[src/rtl/core/cs2rgb_pkg.sv]
// color space to rgb package: mode codes, fixed-point constants and
// arithmetic helpers used by the pipeline
// no dependencies
`default_nettype none

package cs2rgb_pkg;

  // mode register codes
  localparam logic [1:0] MODE_PASS = 2'd0;
  localparam logic [1:0] MODE_YCC  = 2'd1;
  localparam logic [1:0] MODE_HSV  = 2'd2;

  // how a pixel travels through the pipe
  localparam logic [1:0] KIND_DIRECT = 2'd0;
  localparam logic [1:0] KIND_YCC    = 2'd1;
  localparam logic [1:0] KIND_HSV    = 2'd2;

  // hsv sectors, named by their (r,g,b) order; five and six share the last order
  localparam logic [2:0] SEC_VTP = 3'd0;
  localparam logic [2:0] SEC_QVP = 3'd1;
  localparam logic [2:0] SEC_PVT = 3'd2;
  localparam logic [2:0] SEC_PQV = 3'd3;
  localparam logic [2:0] SEC_TPV = 3'd4;

  // q16 ycbcr coefficients
  localparam logic signed [17:0] K_CR_R = 18'sd91881;
  localparam logic signed [17:0] K_CB_G = 18'sd22551;
  localparam logic signed [17:0] K_CR_G = 18'sd46799;
  localparam logic signed [17:0] K_CB_B = 18'sd116130;

  // q0.16 one, stored as 2^16
  localparam logic [16:0] Q_ONE = 17'h10000;

  typedef logic [16:0] q16_t;
  typedef logic signed [26:0] yprod_t;
  typedef logic signed [27:0] ysum_t;

  // byte to q0.16: n*65536/255 rounded = n*257 plus one for the upper half
  function automatic q16_t q_frac(input logic [7:0] n);
    logic [16:0] base;
    begin
      base = {1'b0, n, 8'd0} + {9'd0, n};
      q_frac = base + {16'd0, n[7]};
    end
  endfunction

  // q0.16 product, rounded half up
  function automatic q16_t q_mul(input q16_t x, input q16_t y);
    logic [33:0] pr;
    begin
      pr = ({17'd0, x} * {17'd0, y}) + 34'd32768;
      q_mul = pr[32:16];
    end
  endfunction

  // q0.16 to byte: val*255 rounded, saturated
  function automatic logic [7:0] to_byte(input q16_t val);
    logic [24:0] pr;
    begin
      pr = {val, 8'd0} - {8'd0, val} + 25'd32768;
      to_byte = (pr[24:16] > 9'd255) ? 8'd255 : pr[23:16];
    end
  endfunction

  // q16 sum to byte: round half up, clamp to 0..255
  function automatic logic [7:0] ycc_round(input ysum_t sum);
    ysum_t r;
    begin
      r = sum + 28'sd32768;
      if (r < 0) begin
        ycc_round = 8'd0;
      end else if (r[27:16] > 12'd255) begin
        ycc_round = 8'd255;
      end else begin
        ycc_round = r[23:16];
      end
    end
  endfunction

endpackage

`default_nettype wire

[src/rtl/core/cs2rgb_if.sv]
// stream interfaces of the color space converter: pixel in, rgb out
// valid/ready handshake with source and sink modports; no dependencies
`default_nettype none

interface cs2rgb_pix_if;
  logic       valid;
  logic       ready;
  logic [7:0] chan_a;
  logic [7:0] chan_b;
  logic [7:0] chan_c;
  modport source(output valid, output chan_a, output chan_b, output chan_c, input ready);
  modport sink(input valid, input chan_a, input chan_b, input chan_c, output ready);
endinterface

interface cs2rgb_rgb_if;
  logic       valid;
  logic       ready;
  logic [7:0] red;
  logic [7:0] green;
  logic [7:0] blue;
  modport source(output valid, output red, output green, output blue, input ready);
  modport sink(input valid, input red, input green, input blue, output ready);
endinterface

`default_nettype wire

[src/rtl/core/color_space_to_rgb_top.sv]
// color space to rgb converter, four-stage pipeline
// depends on cs2rgb_pkg and the stream interfaces in cs2rgb_if
//
// Usage:
//   pixel : one transaction per pixel, chan_a/b/c = R,G,B or Y,Cb,Cr or H,S,V.
//   rgb   : one transaction per pixel, red/green/blue, in input order.
//   cfg_we/cfg_wdata : writes the 2-bit color mode (0 pass, 1 ycbcr, 2 hsv,
//   3 acts as pass); write it only while no pixel is in flight.
// Timing:
//   a pixel passes s1, s2, s3 and the output register in order; the pipe
//   takes one pixel per clock while rgb is not stalled.
//   The four stages are: sector split and q0.16 conversion, first multiplier
//   rank, second multiplier rank with ycbcr rounding, byte conversion and
//   sector ordering into the output register.
// Reset: rst clears all stage valid bits and sets the mode to pass-through.
// Stall: the whole pipe advances together; while rgb is stalled with a
//   pixel waiting, pixel.ready drops and every stage holds, so nothing is
//   lost or repeated. When the output is empty or taken, a new pixel is
//   accepted in the same cycle.
`default_nettype none

module color_space_to_rgb_top (
  input  wire logic          clk,
  input  wire logic          rst,
  input  wire logic          cfg_we,
  input  wire logic [1:0]    cfg_wdata,
  cs2rgb_pix_if.sink         pixel,
  cs2rgb_rgb_if.source       rgb
);

  logic [1:0] color_mode;
  logic       adv;

  // stage 1 registers
  logic                 s1_valid;
  logic [1:0]           s1_kind;
  logic [7:0]           s1_byp_r, s1_byp_g, s1_byp_b;
  logic [7:0]           s1_y;
  logic signed [8:0]    s1_cb, s1_cr;
  logic [2:0]           s1_hi;
  cs2rgb_pkg::q16_t     s1_f, s1_s, s1_v;

  // stage 2 registers
  logic                 s2_valid;
  logic [1:0]           s2_kind;
  logic [7:0]           s2_byp_r, s2_byp_g, s2_byp_b;
  logic [7:0]           s2_y;
  cs2rgb_pkg::yprod_t   s2_pr, s2_pgb, s2_pgr, s2_pb;
  logic [2:0]           s2_hi;
  cs2rgb_pkg::q16_t     s2_v, s2_p, s2_fs, s2_nfs;

  // stage 3 registers
  logic                 s3_valid;
  logic [1:0]           s3_kind;
  logic [7:0]           s3_r, s3_g, s3_b;
  logic [2:0]           s3_hi;
  cs2rgb_pkg::q16_t     s3_v, s3_p, s3_q, s3_t;

  // output register
  logic                 o_valid;
  logic [7:0]           o_red, o_green, o_blue;

  // stage 1 combinational
  logic [10:0]          m6;
  logic [2:0]           hi_next;
  logic [7:0]           rem_next;
  logic [1:0]           kind_next;

  // stage 3 / 4 combinational
  cs2rgb_pkg::ysum_t    y_ext;
  cs2rgb_pkg::ysum_t    sum_r, sum_g, sum_b;
  logic [7:0]           bv, bp, bq, bt;
  logic [7:0]           h_r, h_g, h_b;

  // whole pipe moves when the output register is free or being taken
  assign adv         = !o_valid || rgb.ready;
  assign pixel.ready = adv;

  assign rgb.valid = o_valid;
  assign rgb.red   = o_red;
  assign rgb.green = o_green;
  assign rgb.blue  = o_blue;

  // mode register
  always_ff @(posedge clk) begin
    if (rst) begin
      color_mode <= cs2rgb_pkg::MODE_PASS;
    end else if (cfg_we) begin
      color_mode <= cfg_wdata;
    end
  end

  // hue sector and remainder: 6a split by 255
  always_comb begin
    m6 = {1'b0, pixel.chan_a, 2'b00} + {2'b00, pixel.chan_a, 1'b0};
    if (m6 >= 11'd1530) begin
      hi_next = 3'd6;
    end else if (m6 >= 11'd1275) begin
      hi_next = 3'd5;
    end else if (m6 >= 11'd1020) begin
      hi_next = 3'd4;
    end else if (m6 >= 11'd765) begin
      hi_next = 3'd3;
    end else if (m6 >= 11'd510) begin
      hi_next = 3'd2;
    end else if (m6 >= 11'd255) begin
      hi_next = 3'd1;
    end else begin
      hi_next = 3'd0;
    end
    rem_next = 8'(m6 - 11'(hi_next) * 11'd255);
  end

  // which path this pixel takes
  always_comb begin
    if (color_mode == cs2rgb_pkg::MODE_YCC) begin
      kind_next = cs2rgb_pkg::KIND_YCC;
    end else if (color_mode == cs2rgb_pkg::MODE_HSV && pixel.chan_b != 8'd0) begin
      kind_next = cs2rgb_pkg::KIND_HSV;
    end else begin
      kind_next = cs2rgb_pkg::KIND_DIRECT;
    end
  end

  // stage valid bits
  always_ff @(posedge clk) begin
    if (rst) begin
      s1_valid <= 1'b0;
      s2_valid <= 1'b0;
      s3_valid <= 1'b0;
      o_valid  <= 1'b0;
    end else if (adv) begin
      s1_valid <= pixel.valid;
      s2_valid <= s1_valid;
      s3_valid <= s2_valid;
      o_valid  <= s3_valid;
    end
  end

  // stage 1: capture, chroma offset, q0.16 conversion
  always_ff @(posedge clk) begin
    if (adv) begin
      s1_kind <= kind_next;
      if (color_mode == cs2rgb_pkg::MODE_HSV) begin
        // zero saturation gives value on all channels
        s1_byp_r <= pixel.chan_c;
        s1_byp_g <= pixel.chan_c;
      end else begin
        s1_byp_r <= pixel.chan_a;
        s1_byp_g <= pixel.chan_b;
      end
      s1_byp_b <= pixel.chan_c;
      s1_y     <= pixel.chan_a;
      s1_cb    <= $signed({1'b0, pixel.chan_b}) - 9'sd128;
      s1_cr    <= $signed({1'b0, pixel.chan_c}) - 9'sd128;
      s1_hi    <= hi_next;
      s1_f     <= cs2rgb_pkg::q_frac(rem_next);
      s1_s     <= cs2rgb_pkg::q_frac(pixel.chan_b);
      s1_v     <= cs2rgb_pkg::q_frac(pixel.chan_c);
    end
  end

  // stage 2: matrix products, f*s, (1-f)*s and p
  always_ff @(posedge clk) begin
    if (adv) begin
      s2_kind  <= s1_kind;
      s2_byp_r <= s1_byp_r;
      s2_byp_g <= s1_byp_g;
      s2_byp_b <= s1_byp_b;
      s2_y     <= s1_y;
      s2_pr    <= cs2rgb_pkg::K_CR_R * s1_cr;
      s2_pgb   <= cs2rgb_pkg::K_CB_G * s1_cb;
      s2_pgr   <= cs2rgb_pkg::K_CR_G * s1_cr;
      s2_pb    <= cs2rgb_pkg::K_CB_B * s1_cb;
      s2_hi    <= s1_hi;
      s2_v     <= s1_v;
      s2_p     <= cs2rgb_pkg::q_mul(s1_v, cs2rgb_pkg::Q_ONE - s1_s);
      s2_fs    <= cs2rgb_pkg::q_mul(s1_f, s1_s);
      s2_nfs   <= cs2rgb_pkg::q_mul(cs2rgb_pkg::Q_ONE - s1_f, s1_s);
    end
  end

  // ycbcr sums
  always_comb begin
    y_ext = $signed({4'd0, s2_y, 16'd0});
    sum_r = y_ext + {s2_pr[26], s2_pr};
    sum_g = y_ext - {s2_pgb[26], s2_pgb} - {s2_pgr[26], s2_pgr};
    sum_b = y_ext + {s2_pb[26], s2_pb};
  end

  // stage 3: ycbcr round and clamp, q and t
  always_ff @(posedge clk) begin
    if (adv) begin
      s3_kind <= s2_kind;
      if (s2_kind == cs2rgb_pkg::KIND_YCC) begin
        s3_r <= cs2rgb_pkg::ycc_round(sum_r);
        s3_g <= cs2rgb_pkg::ycc_round(sum_g);
        s3_b <= cs2rgb_pkg::ycc_round(sum_b);
      end else begin
        s3_r <= s2_byp_r;
        s3_g <= s2_byp_g;
        s3_b <= s2_byp_b;
      end
      s3_hi <= s2_hi;
      s3_v  <= s2_v;
      s3_p  <= s2_p;
      s3_q  <= cs2rgb_pkg::q_mul(s2_v, cs2rgb_pkg::Q_ONE - s2_fs);
      s3_t  <= cs2rgb_pkg::q_mul(s2_v, cs2rgb_pkg::Q_ONE - s2_nfs);
    end
  end

  // hsv bytes and sector ordering
  always_comb begin
    bv = cs2rgb_pkg::to_byte(s3_v);
    bp = cs2rgb_pkg::to_byte(s3_p);
    bq = cs2rgb_pkg::to_byte(s3_q);
    bt = cs2rgb_pkg::to_byte(s3_t);
    case (s3_hi)
      cs2rgb_pkg::SEC_VTP: begin h_r = bv; h_g = bt; h_b = bp; end
      cs2rgb_pkg::SEC_QVP: begin h_r = bq; h_g = bv; h_b = bp; end
      cs2rgb_pkg::SEC_PVT: begin h_r = bp; h_g = bv; h_b = bt; end
      cs2rgb_pkg::SEC_PQV: begin h_r = bp; h_g = bq; h_b = bv; end
      cs2rgb_pkg::SEC_TPV: begin h_r = bt; h_g = bp; h_b = bv; end
      default:             begin h_r = bv; h_g = bp; h_b = bq; end
    endcase
  end

  // stage 4: output register
  always_ff @(posedge clk) begin
    if (adv) begin
      if (s3_kind == cs2rgb_pkg::KIND_HSV) begin
        o_red   <= h_r;
        o_green <= h_g;
        o_blue  <= h_b;
      end else begin
        o_red   <= s3_r;
        o_green <= s3_g;
        o_blue  <= s3_b;
      end
    end
  end

endmodule

`default_nettype wire

[src/flat_wrapper.sv]
// flat-port wrapper written by rule: the top's interface ports become plain ports
module color_space_to_rgb_top_flat 
  (clk, rst, cfg_we, cfg_wdata, pixel_valid, pixel_chan_a, pixel_chan_b, pixel_chan_c, pixel_ready, rgb_valid, rgb_red, rgb_green, rgb_blue, rgb_ready);
  cs2rgb_pix_if pixel_i ();
  cs2rgb_rgb_if rgb_i ();
  input  wire logic clk;
  input  wire logic rst;
  input  wire logic cfg_we;
  input  wire logic [1:0] cfg_wdata;
  input wire logic [$bits(pixel_i.valid)-1:0] pixel_valid;
  input wire logic [$bits(pixel_i.chan_a)-1:0] pixel_chan_a;
  input wire logic [$bits(pixel_i.chan_b)-1:0] pixel_chan_b;
  input wire logic [$bits(pixel_i.chan_c)-1:0] pixel_chan_c;
  output wire logic [$bits(pixel_i.ready)-1:0] pixel_ready;
  output wire logic [$bits(rgb_i.valid)-1:0] rgb_valid;
  output wire logic [$bits(rgb_i.red)-1:0] rgb_red;
  output wire logic [$bits(rgb_i.green)-1:0] rgb_green;
  output wire logic [$bits(rgb_i.blue)-1:0] rgb_blue;
  input wire logic [$bits(rgb_i.ready)-1:0] rgb_ready;
  assign pixel_i.valid = pixel_valid;
  assign pixel_i.chan_a = pixel_chan_a;
  assign pixel_i.chan_b = pixel_chan_b;
  assign pixel_i.chan_c = pixel_chan_c;
  assign pixel_ready = pixel_i.ready;
  assign rgb_valid = rgb_i.valid;
  assign rgb_red = rgb_i.red;
  assign rgb_green = rgb_i.green;
  assign rgb_blue = rgb_i.blue;
  assign rgb_i.ready = rgb_ready;
  color_space_to_rgb_top u_core (.clk(clk), .rst(rst), .cfg_we(cfg_we), .cfg_wdata(cfg_wdata), .pixel(pixel_i), .rgb(rgb_i));
endmodule
[config.mk]
export PLATFORM = sky130hd
export DESIGN_NAME = color_space_to_rgb_top_flat
export DESIGN_NICKNAME = d
export VERILOG_FILES = /design/src/rtl/core/cs2rgb_pkg.sv /design/src/rtl/core/cs2rgb_if.sv /design/src/rtl/core/color_space_to_rgb_top.sv /design/src/flat_wrapper.sv
export SDC_FILE = /design/constraint.sdc
export NUM_CORES = 2
export LEC_CHECK = 0
export BUFFER_PORTS_ARGS = -buffer_cell sky130_fd_sc_hd__buf_4
export CORE_MARGIN = 4
export CORE_UTILIZATION = 55
export CTS_CLUSTER_SIZE = 24
export DETAILED_ROUTE_END_ITERATION = 8
export PLACE_DENSITY = 0.7
export SLEW_MARGIN = 20
export SYNTH_ARGS = -nofsm -noshare
export SYNTH_HDL_FRONTEND = slang
export SYNTH_SLANG_ARGS = --single-unit
[constraint.sdc]
create_clock -name clk -period 12.3 [get_ports clk]
set_clock_uncertainty 0.1 [all_clocks]
set_input_delay 1.23 -clock clk [delete_from_list [all_inputs] [get_ports clk]]
set_output_delay 1.23 -clock clk [all_outputs]
set_load 0.05 [all_outputs]
# [Yosys cells after proc, flatten, opt, wreduce, memory -nomap -nowiden]
# Cells that the tools add are included.
# Widths: inputs -> output; s select.
[word_totals] wordCells=147 inputBits=31 output_inout_bits=26 regBits=443
[classes] n_eq_ne=8 reduce_logical=9 muxes=28 addsub=34 mul=10 n_lt_le_gt_ge=16
[op_table] operator="$add 33x16->33 const B" count=5
[op_table] operator="$mul 17x17->33" count=5
[op_table] operator="$mux 8" count=18
[op_table] operator="$add 25x16->25 const B" count=4
[op_table] operator="$sub 25x17->25" count=4
[op_table] operator="$add 28x17->28 const B" count=3
[op_table] operator="$lt 28x1->1 const B" count=3
[op_table] operator="$pmux 8 s3" count=3
[op_table] operator="$sub 17x17->17 const A" count=4
[op_table] operator="$add 25x27->28" count=2
[op_table] operator="$mul 17x9->26 const A" count=2
[op_table] operator="$add 16x8->17" count=3
[op_table] operator="$add 17x1->17" count=3
[op_table] operator="$gt 12x8->1 const B" count=3
[op_table] operator="$gt 9x8->1 const B" count=4
[op_table] operator="$sub 28x28->28" count=1
[op_table] operator="$mul 18x9->27 const A" count=1
[op_table] operator="$sub 25x25->26" count=1
[op_table] operator="$mul 16x9->25 const A" count=1
[op_table] operator="$ge 11x10->1 const B" count=2
[op_table] operator="$ge 11x11->1 const B" count=2
[op_table] operator="$sub 8x8->9 const B" count=2
[op_table] operator="$mux 3" count=5
[op_table] operator="$add 10x9->11" count=1
[op_table] operator="17 further kinds" count=23

# [Logic depth before layout (Yosys ltp)]
[logic_depth] word_depth=12 mapped_depth=33 ltp_nobuf=31

# [Least setup slack after synthesis]
# No wires, ideal clock.
[synth_path] path_kind="input to output" startpoint="input rgb_ready" endpoint="output pixel_ready" stages=3 path_buffers=1 required_time_ns=10.970 path_slack_ns=1.723 t_arrival_ns=9.247 path_cell_list="nor2b_1 clkbuf_1 inv_1"
[synth_between] elab_chain_len=1
[synth_rtl] element="start: declaration" line_no="flat_wrapper.sv:19" source="input wire logic [$bits(rgb_i.ready)-1:0] rgb_ready;"
[synth_rtl] element="$logic_or 1x1->1" line_no="color_space_to_rgb_top.sv:76" source="assign adv = !o_valid || rgb.ready;"
[synth_rtl] element="end: declaration" line_no="flat_wrapper.sv:14" source="output wire logic [$bits(pixel_i.ready)-1:0] pixel_ready;"
# No other way between the ends.

# [Final worst setup path]
[layout_path] startpoint="register u_core.s1_f[0]" endpoint="register u_core.s2_nfs[16] (data pin)"
[layout_between] elab_chain_len=3
[layout_rtl] element="start: declaration" line_no="color_space_to_rgb_top.sv:41" source="cs2rgb_pkg::q16_t s1_f, s1_s, s1_v;"
[layout_rtl] element="start signal: assignment" line_no="color_space_to_rgb_top.sv:157" source="s1_f <= cs2rgb_pkg::q_frac(rem_next);"
[layout_rtl] element="$sub 17x17->17" line_no="color_space_to_rgb_top.sv:179" source="s2_nfs <= cs2rgb_pkg::q_mul(cs2rgb_pkg::Q_ONE - s1_f, s1_s);"
[layout_rtl] element="$mul 17x17->33" line_no="cs2rgb_pkg.sv:51" source="pr = ({17'd0, x} * {17'd0, y}) + 34'd32768;"
[layout_rtl] element="$add 33x16->33" line_no="cs2rgb_pkg.sv:51"
[layout_rtl] element="end signal: assignment" line_no="color_space_to_rgb_top.sv:179"
[layout_rtl] element="end: declaration" line_no="color_space_to_rgb_top.sv:50" source="cs2rgb_pkg::q16_t s2_v, s2_p, s2_fs, s2_nfs;"
# No other way between the ends.
# A chain may end at the register's enable or synchronous reset.

==> metrics.md <==
| Metric | Value |
|---|---|
| CTS root buffer | `clkbuf_16` |
| Crit path kind | `flop to flop` |
| Adder-Cell Fraction of Synth Area | `0.506` |
| Post-Synthesis Cell Area | `74500 um2` |
| Yosys warning total | `0` |
| Cell family with most CP delay | `adder cells` |
| Rel. slew slack | `0.256` |
| Die outline height | `376 um` |
| Outcome | `completed` |
| RSZ-0062 raised after global routing | `no` |
| Placer Congestion | `0.940` |
| Prevailing post-synth register cell | `edfxtp_1` |
| Fillers | `11.5k` |
| ANT nets after route | `0` |
| Setup crit end kind | `flop` |
| Req. time, crit path | `12.56 ns` |
| Sum Neg Setup Slack | `0 ns` |
| Iter 0 DRT Violations | `3906` |
| Vias in the first global route | `55.8k` |
| Num CTS Buffers | `46` |
| Final cycle utilization of the critical path | `0.748` |
| Core area | `134000 um2` |
| First-pass GRT wire length | `304000 um` |
| Initial core utilization | `0.556` |
| CP most frequent cell | `fa_1` |
| Num rows | `134` |
| Compound-gate portion of the synthesized area | `0.0586` |
| Syn_area_per_cell | `9.60 um2` |
| DRC errors left | `0` |
| Multi-input gate area | `54900 um2` |
| Vias/cell | `5.51` |
| Mean routed wirelength per cell | `19.7 um` |
| Grt total ovfl | `0` |
| Post-CTS sizing | `0` |
| Synth Area in XOR/XNOR | `0.0366` |
| Mapped Nets | `10.1k` |
| Main combinational cell family by area after synthesis | `adder cells` |
| Nets | `9997` |
| Post-Synth Simple-Gate Area | `0.132` |
| CP startpoint kind | `flop` |
| Yosys reg bits | `398` |
| Worst-path maximum fanout | `19` |
| CTS tree | `yes` |
| Critical path buffers and inverters | `5` |
| Hpwl dp | `151000 um` |
| Largest net degree at the start of global routing | `189` |
| Total die area | `141000 um2` |
| Arrival time at the worst endpoint | `9.46 ns` |
| Commonest cells after routing, fill and taps aside | `inv_1, fa_1, ha_1, nand2_1, and2_1` |
| Clk slew on worst S/H paths | `0.07 ns` |
| Antenna violations before repair | `10` |
| Final Critical Period | `9.20 ns` |
| Clock latency on the worst-skew pair | `0.64 ns` |
| Routed WL | `188000 um` |
| Pre-antenna DRT Iters | `6` |
| Area grow syn2layout | `5.57%` |
| Min-Delay Path Class | `flop to flop` |
| H-tree depth | `2` |
| Crit-path slowest cell | `edfxtp_1` |
| Register area | `11900 um2` |
| CTS Hold Buffers Added | `0` |
| Most common cell after layout, fill and taps aside | `inv_1` |
| Netlist cell types | `89` |
| Cell Count, Final, Fillers Out | `9502` |
| IO Count | `57` |
| Max-slew violation count | `0` |
| Final Setup Violations | `0` |
| Tightest Pin Transition | `1.12 ns` |
| Peak Freq | `0.109 GHz` |
| Endpoints failing hold | `0` |
| Slowest stage delay, CP | `0.61 ns` |
| Die width | `376 um` |
| Post-synth ARST share | `0` |
| Post-Synthesis Cells | `7755` |
| # Max-Cap Violations | `0` |
| Proportion of synthesized area in mux cells | `0.00287` |
| Clock Path Buffers | `3` |
| Share of layout cells above drive strength 1 | `0.0379` |
| GRT Overall Usage | `0.273` |
| Placed instance count | `9415` |
| # clock sinks | `398` |
| PortBufs | `56` |
| EDFF count, synth | `392` |
| Vias | `52.4k` |
| Post-CTS Setup Inserts | `0` |
| Sequential area share after synthesis | `0.160` |
[worst reg2reg max path: cells and delay by family, from the launching register on]
kind	cells	cell delay, ns
xor gates and xnor gates	2	0.53
AOI/OAI and AO/OA	7	2.02
adders and majority gates	8	3.53
buffers and inverters	5	0.60
DFF	1	0.61
and+or+nand+nor	7	1.51
[synthesized netlist by cell type, drive strengths merged (6+ instances only)]
cell / instances / area share
and3: 33 / 0.0028
ha: 1034 / 0.17
nor2b: 47 / 0.0039
nor3b: 6 / 0.00060
xor2: 85 / 0.010
nand2: 964 / 0.049
nor3: 81 / 0.0056
o211ai: 10 / 0.0010
a31oi: 24 / 0.0020
a41oi: 7 / 0.00082
and2: 529 / 0.044
fa: 1237 / 0.33
a211oi: 29 / 0.0030
a221o: 18 / 0.0024
a211o: 16 / 0.0019
dfxtp: 6 / 0.0016
or4: 10 / 0.0010
or2: 17 / 0.0014
buf: 8 / 0.00050
a21o: 65 / 0.0066
nor4: 29 / 0.0026
o21ai: 118 / 0.0079
o21bai: 38 / 0.0038
a2111oi: 8 / 0.00094
a21oi: 192 / 0.013
o21a: 38 / 0.0038
or3: 19 / 0.0017
nand3: 46 / 0.0031
inv: 1808 / 0.091
mux2i: 18 / 0.0024
a31o: 7 / 0.00082
nand2b: 23 / 0.0019
o31ai: 14 / 0.0017
nand4: 11 / 0.00092
nor4b: 6 / 0.00079
nor2: 192 / 0.0097
clkbuf: 251 / 0.013
a22oi: 7 / 0.00071
edfxtp: 392 / 0.16
xnor2: 225 / 0.026
[per-stage QoR]
stage          area, um2  worst slack, ns  hold slack [ns]  utilization
3_5_place_dp       77000             3.14            0.305        0.575
3_3_place_gp       77000             3.26            0.301        0.575
5_1_grt            78600             2.35            0.283        0.587
4_1_cts            78600             3.08            0.279        0.587
2_1_floorplan      74500             1.72            0.300            -
6_report           78600             3.10            0.277        0.587
[final cells by class]
cell class                 count  area share
sequential                   398       0.151
antenna                        2   0.0000637
tap                         1768      0.0281
clock buffer                  52      0.0149
clock inverter                33     0.00594
timing repair buffer         151      0.0146
inverter                    1808      0.0864
multi-input combinational   5290       0.699
[metal layers]
metal	GRT usage	routed length (um)	vias to the layer above
li1	-	-	23930
met1	0.371	78500	26279
met2	0.457	89200	1862
met3	0.0382	13800	319
met4	0.0828	6280	0
met5	0	0	-
[path summary, 6_finish.rpt]
path                                startpoint  cells after the start                end  slack, ns
worst max-delay path            u_core.s1_f[0]                     29  u_core.s2_nfs[16]       3.10
worst min-delay path            u_core.s1_y[5]                      0     u_core.s2_y[5]       0.28
worst max register to register  u_core.s1_f[0]                     29  u_core.s2_nfs[16]       3.10
worst min register to register  u_core.s1_y[5]                      0     u_core.s2_y[5]       0.28
[cell families (layout without fill, tap and decap cells)]
logic type                 Yosys count  after routing
AOI/OAI and AO/OA                  653            653
xor gates and xnor gates           310            310
adders and majority gates         2271           2271
buffers and inverters             2067           2044
DFF                                398            398
muxes                               21             21
other                                1              3
and+or+nand+nor                   2034           2034
[sequential cells by signal (all words and copies together), names as in the netlist, 12 cells and up]
register,flops
u_core.s2_v,16
u_core.s2_p,17
u_core.s1_v,16
u_core.s2_nfs,17
u_core.s2_pgr,26
u_core.s2_pb,12
u_core.s1_f,16
u_core.s1_s,16
u_core.s3_q,17
u_core.s3_t,17
u_core.s2_pgb,25
u_core.s3_p,17
u_core.s3_v,16
u_core.s2_fs,17
u_core.s2_pr,14
Power is left out: the tool's default activity adds up to more than one toggle a clock period on the data nets, which glitch-free logic cannot reach.
